File: src/rtl/scpd_pkg.sv
// shared types and constants for the servo command to pwm duty block
// depends on nothing; used by every module in rtl
`timescale 1ns / 1ps

package scpd_pkg;

  // duty resolution and output width
  localparam int DUTY_BITS = 13;
  localparam int DUTY_W    = DUTY_BITS + 1;
  localparam logic [DUTY_W-1:0] DUTY_FULL = DUTY_W'(1) << DUTY_BITS;

  // register reset values
  localparam logic [8:0]  MIN_ANGLE_RST  = 9'd0;
  localparam logic [8:0]  MAX_ANGLE_RST  = 9'd180;
  localparam logic [15:0] MIN_PULSE_RST  = 16'd500;
  localparam logic [15:0] MAX_PULSE_RST  = 16'd2500;
  localparam logic [15:0] PERIOD_RST     = 16'd20000;

  // register indexes
  typedef enum logic [2:0] {
    REG_MIN_ANGLE = 3'd0,
    REG_MAX_ANGLE = 3'd1,
    REG_MIN_PULSE = 3'd2,
    REG_MAX_PULSE = 3'd3,
    REG_PERIOD    = 3'd4
  } reg_idx_t;

  typedef struct packed {
    logic        mode;
    logic [15:0] command_value;
  } in_word_t;

  typedef struct packed {
    logic [DUTY_W-1:0] duty;
    logic [15:0]       pulse_us;
    logic              error;
  } out_word_t;

  // handoff from the pulse mapper to the duty divider
  typedef struct packed {
    logic        valid;
    logic [15:0] pulse;
    logic        err;
  } pulse_word_t;

endpackage

File: src/rtl/servo_command_to_pwm_duty.sv
// top level: configuration registers, pipeline enable and the two datapath units
// depends on scpd_pkg, scpd_map, scpd_duty
`timescale 1ns / 1ps

// Converts a servo command (angle or pulse width in microseconds) into a
// clamped pulse width and a duty of pulse * 2^13 / period, saturated at
// 2^13. One word is accepted every cycle while no result is stalled at the
// output; each result passes 19 stages in the angle mapper, whose long
// division yields one quotient bit per stage, and 15 in the duty divider,
// one bit per stage plus entry and exit registers. The whole pipeline
// advances together and holds while a result is stalled at the output.
// Registers may be written only while no word is in flight.
module servo_command_to_pwm_duty (
  input  logic                clk,
  input  logic                rst_n,
  input  logic                in_valid,
  output logic                in_stall,
  input  scpd_pkg::in_word_t  in_word,
  output logic                out_valid,
  input  logic                out_stall,
  output scpd_pkg::out_word_t out_word,
  input  logic                cfg_valid,
  output logic                cfg_ready,
  input  logic [2:0]          cfg_index,
  input  logic [15:0]         cfg_data
);

  logic [8:0]  min_angle_r;
  logic [8:0]  max_angle_r;
  logic [15:0] min_pulse_r;
  logic [15:0] max_pulse_r;
  logic [15:0] period_r;
  logic        en;
  scpd_pkg::pulse_word_t pw;

  // register writes
  always_ff @(posedge clk) begin
    if (!rst_n) begin
      min_angle_r <= scpd_pkg::MIN_ANGLE_RST;
      max_angle_r <= scpd_pkg::MAX_ANGLE_RST;
      min_pulse_r <= scpd_pkg::MIN_PULSE_RST;
      max_pulse_r <= scpd_pkg::MAX_PULSE_RST;
      period_r    <= scpd_pkg::PERIOD_RST;
    end else if (cfg_valid && cfg_ready) begin
      case (cfg_index)
        scpd_pkg::REG_MIN_ANGLE: min_angle_r <= cfg_data[8:0];
        scpd_pkg::REG_MAX_ANGLE: max_angle_r <= cfg_data[8:0];
        scpd_pkg::REG_MIN_PULSE: min_pulse_r <= cfg_data;
        scpd_pkg::REG_MAX_PULSE: max_pulse_r <= cfg_data;
        scpd_pkg::REG_PERIOD:    period_r    <= cfg_data;
        default: ;
      endcase
    end
  end

  assign cfg_ready = 1'b1;

  // global pipeline advance
  assign en       = !(out_valid && out_stall);
  assign in_stall = !en;

  scpd_map u_map (
    .clk       (clk),
    .rst_n     (rst_n),
    .en        (en),
    .in_take   (in_valid),
    .in_word   (in_word),
    .min_angle (min_angle_r),
    .max_angle (max_angle_r),
    .min_pulse (min_pulse_r),
    .max_pulse (max_pulse_r),
    .pw        (pw)
  );

  scpd_duty u_duty (
    .clk       (clk),
    .rst_n     (rst_n),
    .en        (en),
    .pw        (pw),
    .period    (period_r),
    .out_valid (out_valid),
    .out_word  (out_word)
  );

  // checks
  a_err_zero: assert property (@(posedge clk) disable iff (!rst_n)
    out_valid && out_word.error |-> out_word.duty == '0)
    else $error("error result with nonzero duty");

  a_duty_max: assert property (@(posedge clk) disable iff (!rst_n)
    out_valid |-> out_word.duty <= scpd_pkg::DUTY_FULL)
    else $error("duty above full scale");

  a_hold: assert property (@(posedge clk) disable iff (!rst_n)
    out_valid && out_stall |=> out_valid && $stable(out_word))
    else $error("stalled result changed");

endmodule

File: src/rtl/scpd_map.sv
// angle or pulse command to clamped pulse width, with pipelined long division
// depends on scpd_pkg
`timescale 1ns / 1ps

module scpd_map (
  input  logic                 clk,
  input  logic                 rst_n,
  input  logic                 en,
  input  logic                 in_take,
  input  scpd_pkg::in_word_t   in_word,
  input  logic [8:0]           min_angle,
  input  logic [8:0]           max_angle,
  input  logic [15:0]          min_pulse,
  input  logic [15:0]          max_pulse,
  output scpd_pkg::pulse_word_t pw
);

  localparam int QBITS = 16;

  typedef struct packed {
    logic        v;
    logic        mode;
    logic        err;
    logic        neg;
    logic [15:0] mag;
    logic [8:0]  off;
    logic [8:0]  rng;
    logic [15:0] pc;
  } a_t;

  typedef struct packed {
    logic        v;
    logic        mode;
    logic        err;
    logic        neg;
    logic [15:0] pc;
    logic [8:0]  rng;
    logic [24:0] prod;
  } b_t;

  typedef struct packed {
    logic        v;
    logic        mode;
    logic        err;
    logic        neg;
    logic [15:0] pc;
    logic [8:0]  rng;
    logic [8:0]  rem;
    logic [15:0] lo;
    logic [15:0] q;
  } d_t;

  a_t a_r, a_nxt;
  b_t b_r, b_nxt;
  d_t d_r [QBITS];
  d_t d_nxt [QBITS];
  scpd_pkg::pulse_word_t o_r, o_nxt;

  logic [15:0] ang;
  logic [15:0] pl;
  logic [16:0] span;

  // clamp, offsets and span sign
  always_comb begin
    ang = in_word.command_value;
    if (ang < {7'd0, min_angle}) ang = {7'd0, min_angle};
    if (ang > {7'd0, max_angle}) ang = {7'd0, max_angle};
    pl = in_word.command_value;
    if (pl < min_pulse) pl = min_pulse;
    if (pl > max_pulse) pl = max_pulse;
    span = {1'b0, max_pulse} - {1'b0, min_pulse};
    a_nxt.v    = in_take;
    a_nxt.mode = in_word.mode;
    a_nxt.err  = !in_word.mode && (max_angle <= min_angle);
    a_nxt.neg  = span[16];
    a_nxt.mag  = span[16] ? (min_pulse - max_pulse) : span[15:0];
    a_nxt.off  = ang[8:0] - min_angle;
    a_nxt.rng  = max_angle - min_angle;
    a_nxt.pc   = pl;
  end

  // span times offset
  always_comb begin
    b_nxt.v    = a_r.v;
    b_nxt.mode = a_r.mode;
    b_nxt.err  = a_r.err;
    b_nxt.neg  = a_r.neg;
    b_nxt.pc   = a_r.pc;
    b_nxt.rng  = a_r.rng;
    b_nxt.prod = 25'(a_r.mag) * 25'(a_r.off);
  end

  // one quotient bit per stage
  always_comb begin
    d_t   cur;
    logic [9:0] t;
    logic ge;
    for (int i = 0; i < QBITS; i++) begin
      if (i == 0) begin
        cur.v    = b_r.v;
        cur.mode = b_r.mode;
        cur.err  = b_r.err;
        cur.neg  = b_r.neg;
        cur.pc   = b_r.pc;
        cur.rng  = b_r.rng;
        cur.rem  = b_r.prod[24:16];
        cur.lo   = b_r.prod[15:0];
        cur.q    = '0;
      end else begin
        cur = d_r[i-1];
      end
      t  = {cur.rem, cur.lo[15]};
      ge = (t >= {1'b0, cur.rng});
      d_nxt[i]     = cur;
      d_nxt[i].rem = ge ? 9'(t - {1'b0, cur.rng}) : t[8:0];
      d_nxt[i].lo  = {cur.lo[14:0], 1'b0};
      d_nxt[i].q   = {cur.q[14:0], ge};
    end
  end

  // signed offset onto the pulse range, then select by mode; an angle error gives min_pulse
  always_comb begin
    o_nxt.valid = d_r[QBITS-1].v;
    o_nxt.err   = d_r[QBITS-1].err;
    if (d_r[QBITS-1].mode) begin
      o_nxt.pulse = d_r[QBITS-1].pc;
    end else if (d_r[QBITS-1].err) begin
      o_nxt.pulse = min_pulse;
    end else if (d_r[QBITS-1].neg) begin
      o_nxt.pulse = min_pulse - d_r[QBITS-1].q;
    end else begin
      o_nxt.pulse = min_pulse + d_r[QBITS-1].q;
    end
  end

  always_ff @(posedge clk) begin
    if (!rst_n) begin
      a_r.v <= 1'b0;
      b_r.v <= 1'b0;
      o_r.valid <= 1'b0;
      for (int i = 0; i < QBITS; i++) d_r[i].v <= 1'b0;
    end else if (en) begin
      a_r <= a_nxt;
      b_r <= b_nxt;
      o_r <= o_nxt;
      for (int i = 0; i < QBITS; i++) d_r[i] <= d_nxt[i];
    end
  end

  assign pw = o_r;

endmodule

File: src/rtl/scpd_duty.sv
// pulse width to saturated duty, one quotient bit per pipeline stage
// depends on scpd_pkg
`timescale 1ns / 1ps

module scpd_duty (
  input  logic                  clk,
  input  logic                  rst_n,
  input  logic                  en,
  input  scpd_pkg::pulse_word_t pw,
  input  logic [15:0]           period,
  output logic                  out_valid,
  output scpd_pkg::out_word_t   out_word
);

  localparam int NB = scpd_pkg::DUTY_BITS;

  typedef struct packed {
    logic          v;
    logic          err;
    logic          sat;
    logic [15:0]   pulse;
    logic [15:0]   rem;
    logic [NB-1:0] q;
  } s_t;

  s_t s_r, s_nxt;
  s_t k_r [NB];
  s_t k_nxt [NB];
  logic o_v_r;
  scpd_pkg::out_word_t o_r, o_nxt;

  // error and full scale check; remainder starts at the pulse, below the period unless saturated
  always_comb begin
    s_nxt.v     = pw.valid;
    s_nxt.err   = pw.err || (period == 16'd0);
    s_nxt.sat   = (pw.pulse >= period);
    s_nxt.pulse = pw.pulse;
    s_nxt.rem   = pw.pulse;
    s_nxt.q     = '0;
  end

  // restoring division steps
  always_comb begin
    s_t cur;
    logic [16:0] t;
    logic ge;
    for (int i = 0; i < NB; i++) begin
      cur = (i == 0) ? s_r : k_r[(i == 0) ? 0 : i-1];
      t  = {cur.rem, 1'b0};
      ge = (t >= {1'b0, period});
      k_nxt[i]     = cur;
      k_nxt[i].rem = ge ? 16'(t - {1'b0, period}) : t[15:0];
      k_nxt[i].q   = {cur.q[NB-2:0], ge};
    end
  end

  // final duty select
  always_comb begin
    o_nxt.pulse_us = k_r[NB-1].pulse;
    o_nxt.error    = k_r[NB-1].err;
    if (k_r[NB-1].err) begin
      o_nxt.duty = '0;
    end else if (k_r[NB-1].sat) begin
      o_nxt.duty = scpd_pkg::DUTY_FULL;
    end else begin
      o_nxt.duty = {1'b0, k_r[NB-1].q};
    end
  end

  always_ff @(posedge clk) begin
    if (!rst_n) begin
      s_r.v <= 1'b0;
      o_v_r <= 1'b0;
      for (int i = 0; i < NB; i++) k_r[i].v <= 1'b0;
    end else if (en) begin
      s_r   <= s_nxt;
      o_v_r <= k_r[NB-1].v;
      o_r   <= o_nxt;
      for (int i = 0; i < NB; i++) k_r[i] <= k_nxt[i];
    end
  end

  assign out_valid = o_v_r;
  assign out_word  = o_r;

endmodule
File: config.mk
export PLATFORM = sky130hd
export DESIGN_NAME = servo_command_to_pwm_duty
export DESIGN_NICKNAME = d
export VERILOG_FILES = /design/src/rtl/scpd_pkg.sv /design/src/rtl/servo_command_to_pwm_duty.sv /design/src/rtl/scpd_map.sv /design/src/rtl/scpd_duty.sv
export SDC_FILE = /design/constraint.sdc
export NUM_CORES = 2
export LEC_CHECK = 0
export CORE_MARGIN = 5
export CORE_UTILIZATION = 56
export CTS_BUF_LIST = sky130_fd_sc_hd__clkbuf_16
export DETAILED_ROUTE_END_ITERATION = 7
export DONT_BUFFER_PORTS = 1
export PLACE_DENSITY = 0.71
export SYNTH_ARGS = -nofsm -noshare
export SYNTH_HDL_FRONTEND = slang
export SYNTH_HIERARCHICAL = 1
export SYNTH_SLANG_ARGS = --single-unit
File: constraint.sdc
create_clock -name clk -period 28.2 [get_ports clk]
set_input_delay 1.41 -clock clk [delete_from_list [all_inputs] [get_ports clk]]
set_output_delay 1.41 -clock clk [all_outputs]
set_load 0.02 [all_outputs]
==> impl_metrics.tcl <==
set metrics [dict create \
    postSynthRegisterBits 1619 \
    antenna_cells 0 \
    nets 6695 \
    hpwl_microns 104600 \
    grt_max_degree 176 \
    setup.worst_path.end "u_map/a_r[33]" \
    track_usage 0.2078 \
    die_y_microns 383.5 \
    worstMarginPinSlew_ns 1.137 \
    criticalPathCategory "primary input to flop" \
    ir_drop_mv 0.1522 \
    layout-drive-gt1-share 0.07930 \
    worst_r2r_startpoint "min_angle_r[1]" \
    crit_start "in_word[12]" \
    start_util 0.5618 \
    status "completed" \
    setup_tns_ns 0 \
    firstDrtPassIters 5 \
    hold_class "flop to flop" \
    vias 45010 \
    cts_setup_buffers 0 \
    via_per_inst 5.615 \
    cts_root_buffer "clkbuf_16" \
    path_max_fanout 10 \
    clk_path_buf_depth 3 \
    cap_violations 0 \
    setup_viol 0 \
    nFillCells 10460 \
    cts_hold_buf 0 \
    fp-row-count 137 \
    port_buffers 0 \
    synth_common_cells "edfxtp_1, ha_1, inv_1, nand2_1, a21oi_1" \
    syn_area_per_cell_sq_um 13.22 \
    grt_pass1_wl_microns 241600 \
    syn_inst 5908 \
    grt_pass1_vias 44660 \
    syn_nets 6604 \
    synth_top_area_frac 0.5882 \
    ys_types 91 \
    startpoint_type "primary input" \
    worstPathArrival_ns 6.81 \
    slew_headroom 0.2422 \
    synthArstFlopShare 0 \
    rr_endpoint "u_map/a_r[33]" \
    netlist_area_sq_mm 0.07810 \
    synth-edff-count 1530 \
    die_area_sq_mm 0.1470 \
    synth_seq_area_share 0.6110 \
    end_kind "flop" \
    cts_buffers 165 \
    syn2layout_area_growth_pct 9.940 \
    drc 0 \
    synthMostInstantiatedCell "edfxtp_1" \
    power_density_mw_per_mm2 98.75 \
    cts.htree.levels 4 \
    coreArea_sq_mm 0.1390 \
    reg2reg_depth 24 \
    regArea_sq_mm 0.04773 \
    die_x_microns 383.5 \
    clk-insertion-delay-late_ns 0.82 \
    ios 75 \
    overflow 0 \
    rsz0062_at_grt "no" \
    gp_congestion 0.8871 \
    clk_pin_slew_ns 0.06 \
    r2r_slack_ns 22.03 \
    synth_top_area_cell "edfxtp_1" \
    slew_viol_final 0 \
    fin_skew_ns 0.05289 \
    cts_tree "built" \
    cp_data_required_time_ns 28.71 \
    synthFlopType "edfxtp_1" \
    cts.sinks 1619 \
    min_period_ns 6.299 \
    holdWs_ns 0.3961 \
    power.total_uw 8480 \
    fin_crit_sh 0.2234 \
    wl_per_cell_microns 18.93 \
    yosysWarnings 6 \
    ant_nets 0 \
    drt_iter0_markers 2821 \
    hold_viol_final 0 \
    maxClockFrequency_mhz 158.8 \
    yosys-top-cells-area "edfxtp_1, ha_1, fa_1, a21oi_1, inv_1" \
    wirelength_microns 151800 \
    post_cts_resized 0 \
    antenna_found_initial 1 \
    p_leak_uw 0.03371 \
    multi_input_area_sq_mm 0.02811 \
]
## worst min path at each step
stage | startpoint | endpoint | slack, ns | cells past startpoint
2_1_floorplan | u_duty/k_r[0][77] | u_duty/k_r[0][125] | 0.40 | 0
3_3_place_gp | u_map/d_r[0][462] | u_map/d_r[0][530] | 0.40 | 0
3_5_place_dp | u_duty/k_r[0][136] | u_duty/k_r[0][184] | 0.40 | 0
4_1_cts | u_duty/k_r[0][39] | u_duty/k_r[0][87] | 0.40 | 0
5_1_grt | u_map/d_r[1][405] | u_map/d_r[1][473] | 0.40 | 0
6_report | u_duty/k_r[0][39] | u_duty/k_r[0][87] | 0.40 | 0
## final cells by class
cell class / instances / share of cell area
clock buffer: 167 / 0.04867
clock inverter: 142 / 0.01571
inverter: 478 / 0.02089
multi-input combinational: 3689 / 0.3274
sequential: 1619 / 0.5558
tap: 1876 / 0.02734
timing repair buffer: 46 / 0.004167
## worst max-delay path, stage by stage
cell and delay (ns):
nor4_1 0.80, nand3b_1 0.22, nor3_1 0.22, o211a_1 0.22
nor2_1 0.23, mux2_2 0.38, ha_1 0.31, o21ai_0 0.17
a21oi_1 0.07, o41ai_1 0.27, o21ai_0 0.12, a21oi_1 0.25
mux2_2 0.38, ha_1 0.21, fa_1 0.41, nor2b_1 0.12
o21ai_0 0.12, a21boi_0 0.28, o21ai_0 0.12, nand2b_1 0.12
a21o_1 0.13, a21oi_1 0.08, xor2_1 0.16
## registers in the layout (all words and copies together) (netlist names)
name / flops
u_map/d_r: 846
u_duty/k_nxt: 3
u_duty/k_r: 530
u_map/b_r: 54
period_r: 16
min_angle_r: 9
max_pulse_r: 16
u_map/a_r: 54
u_duty/s_r: 16
u_duty/out_valid: 1
u_duty/out_word: 31
min_pulse_r: 16
max_angle_r: 9
u_map/pw: 18
## stage by stage
| step | area (sq um) | instances | setup slack (ns) | util |
|---|---|---|---|---|
| 2_1_floorplan | 78100 | 5908 | 3.110 | - |
| 3_3_place_gp | 80340 | 7708 | 21.09 | 0.5779 |
| 3_5_place_dp | 80340 | 7708 | 21.15 | 0.5779 |
| 4_1_cts | 85870 | 8017 | 21.98 | 0.6177 |
| 5_1_grt | 85870 | 8017 | 21.62 | 0.6177 |
| 6_report | 85870 | 8017 | 21.90 | 0.6177 |
## layer usage
| layer | vias to the layer above | share of wire | global-route usage |
|---|---|---|---|
| met2 | 988 | 0.49 | 0.3509 |
| met3 | 267 | 0.048 | 0.03636 |
| met4 | 0 | 0.030 | 0.06851 |
| met1 | 21920 | 0.43 | 0.2754 |
| li1 | 21830 | - | - |
| met5 | - | 0 | 0 |
## where the power goes
part,switching [uW],internal (uW)
Sequential,210,3230
Clock,935,1230
Combinational,1590,1280
Total,2740,5740
## cell families (layout without fill, tap and decap cells)
family          after synthesis  after routing  share of synthesized area
compound gates             1119           1119                    0.09025
xor+xnor                    258            258                    0.02893
fa+ha+maj                   655            655                     0.1175
buf+inv                     600            833                    0.02952
flops                      1619           1619                     0.6110
mux                         256            256                    0.03552
other cells                   1              1                 0.00004801
simple gates               1400           1400                    0.08716
## cells in the final DEF, fill, tap and decap left out, types with 16 or more instances in the layout
cell type,n
a2111oi_0,16
or3_1,24
a21o_1,119
nor2b_1,150
nor2_1,346
dfxtp_1,88
or2_2,19
o31ai_1,43
edfxtp_1,1530
nand2b_1,42
nand3_1,58
a211oi_1,44
o21bai_1,21
and3_1,17
nand4_1,60
clkbuf_16,167
mux2i_1,108
nand2_1,438
o21ai_0,227
nor3_1,82
and2_1,88
xnor2_1,172
a31oi_1,22
buf_4,45
mux2_2,131
clkinv_1,35
xor2_1,86
inv_1,508
clkinv_2,28
o21a_1,53
ha_1,524
a21boi_0,46
fa_1,131
a21oi_1,390
Note: power is estimated with default switching activity, not from simulation.
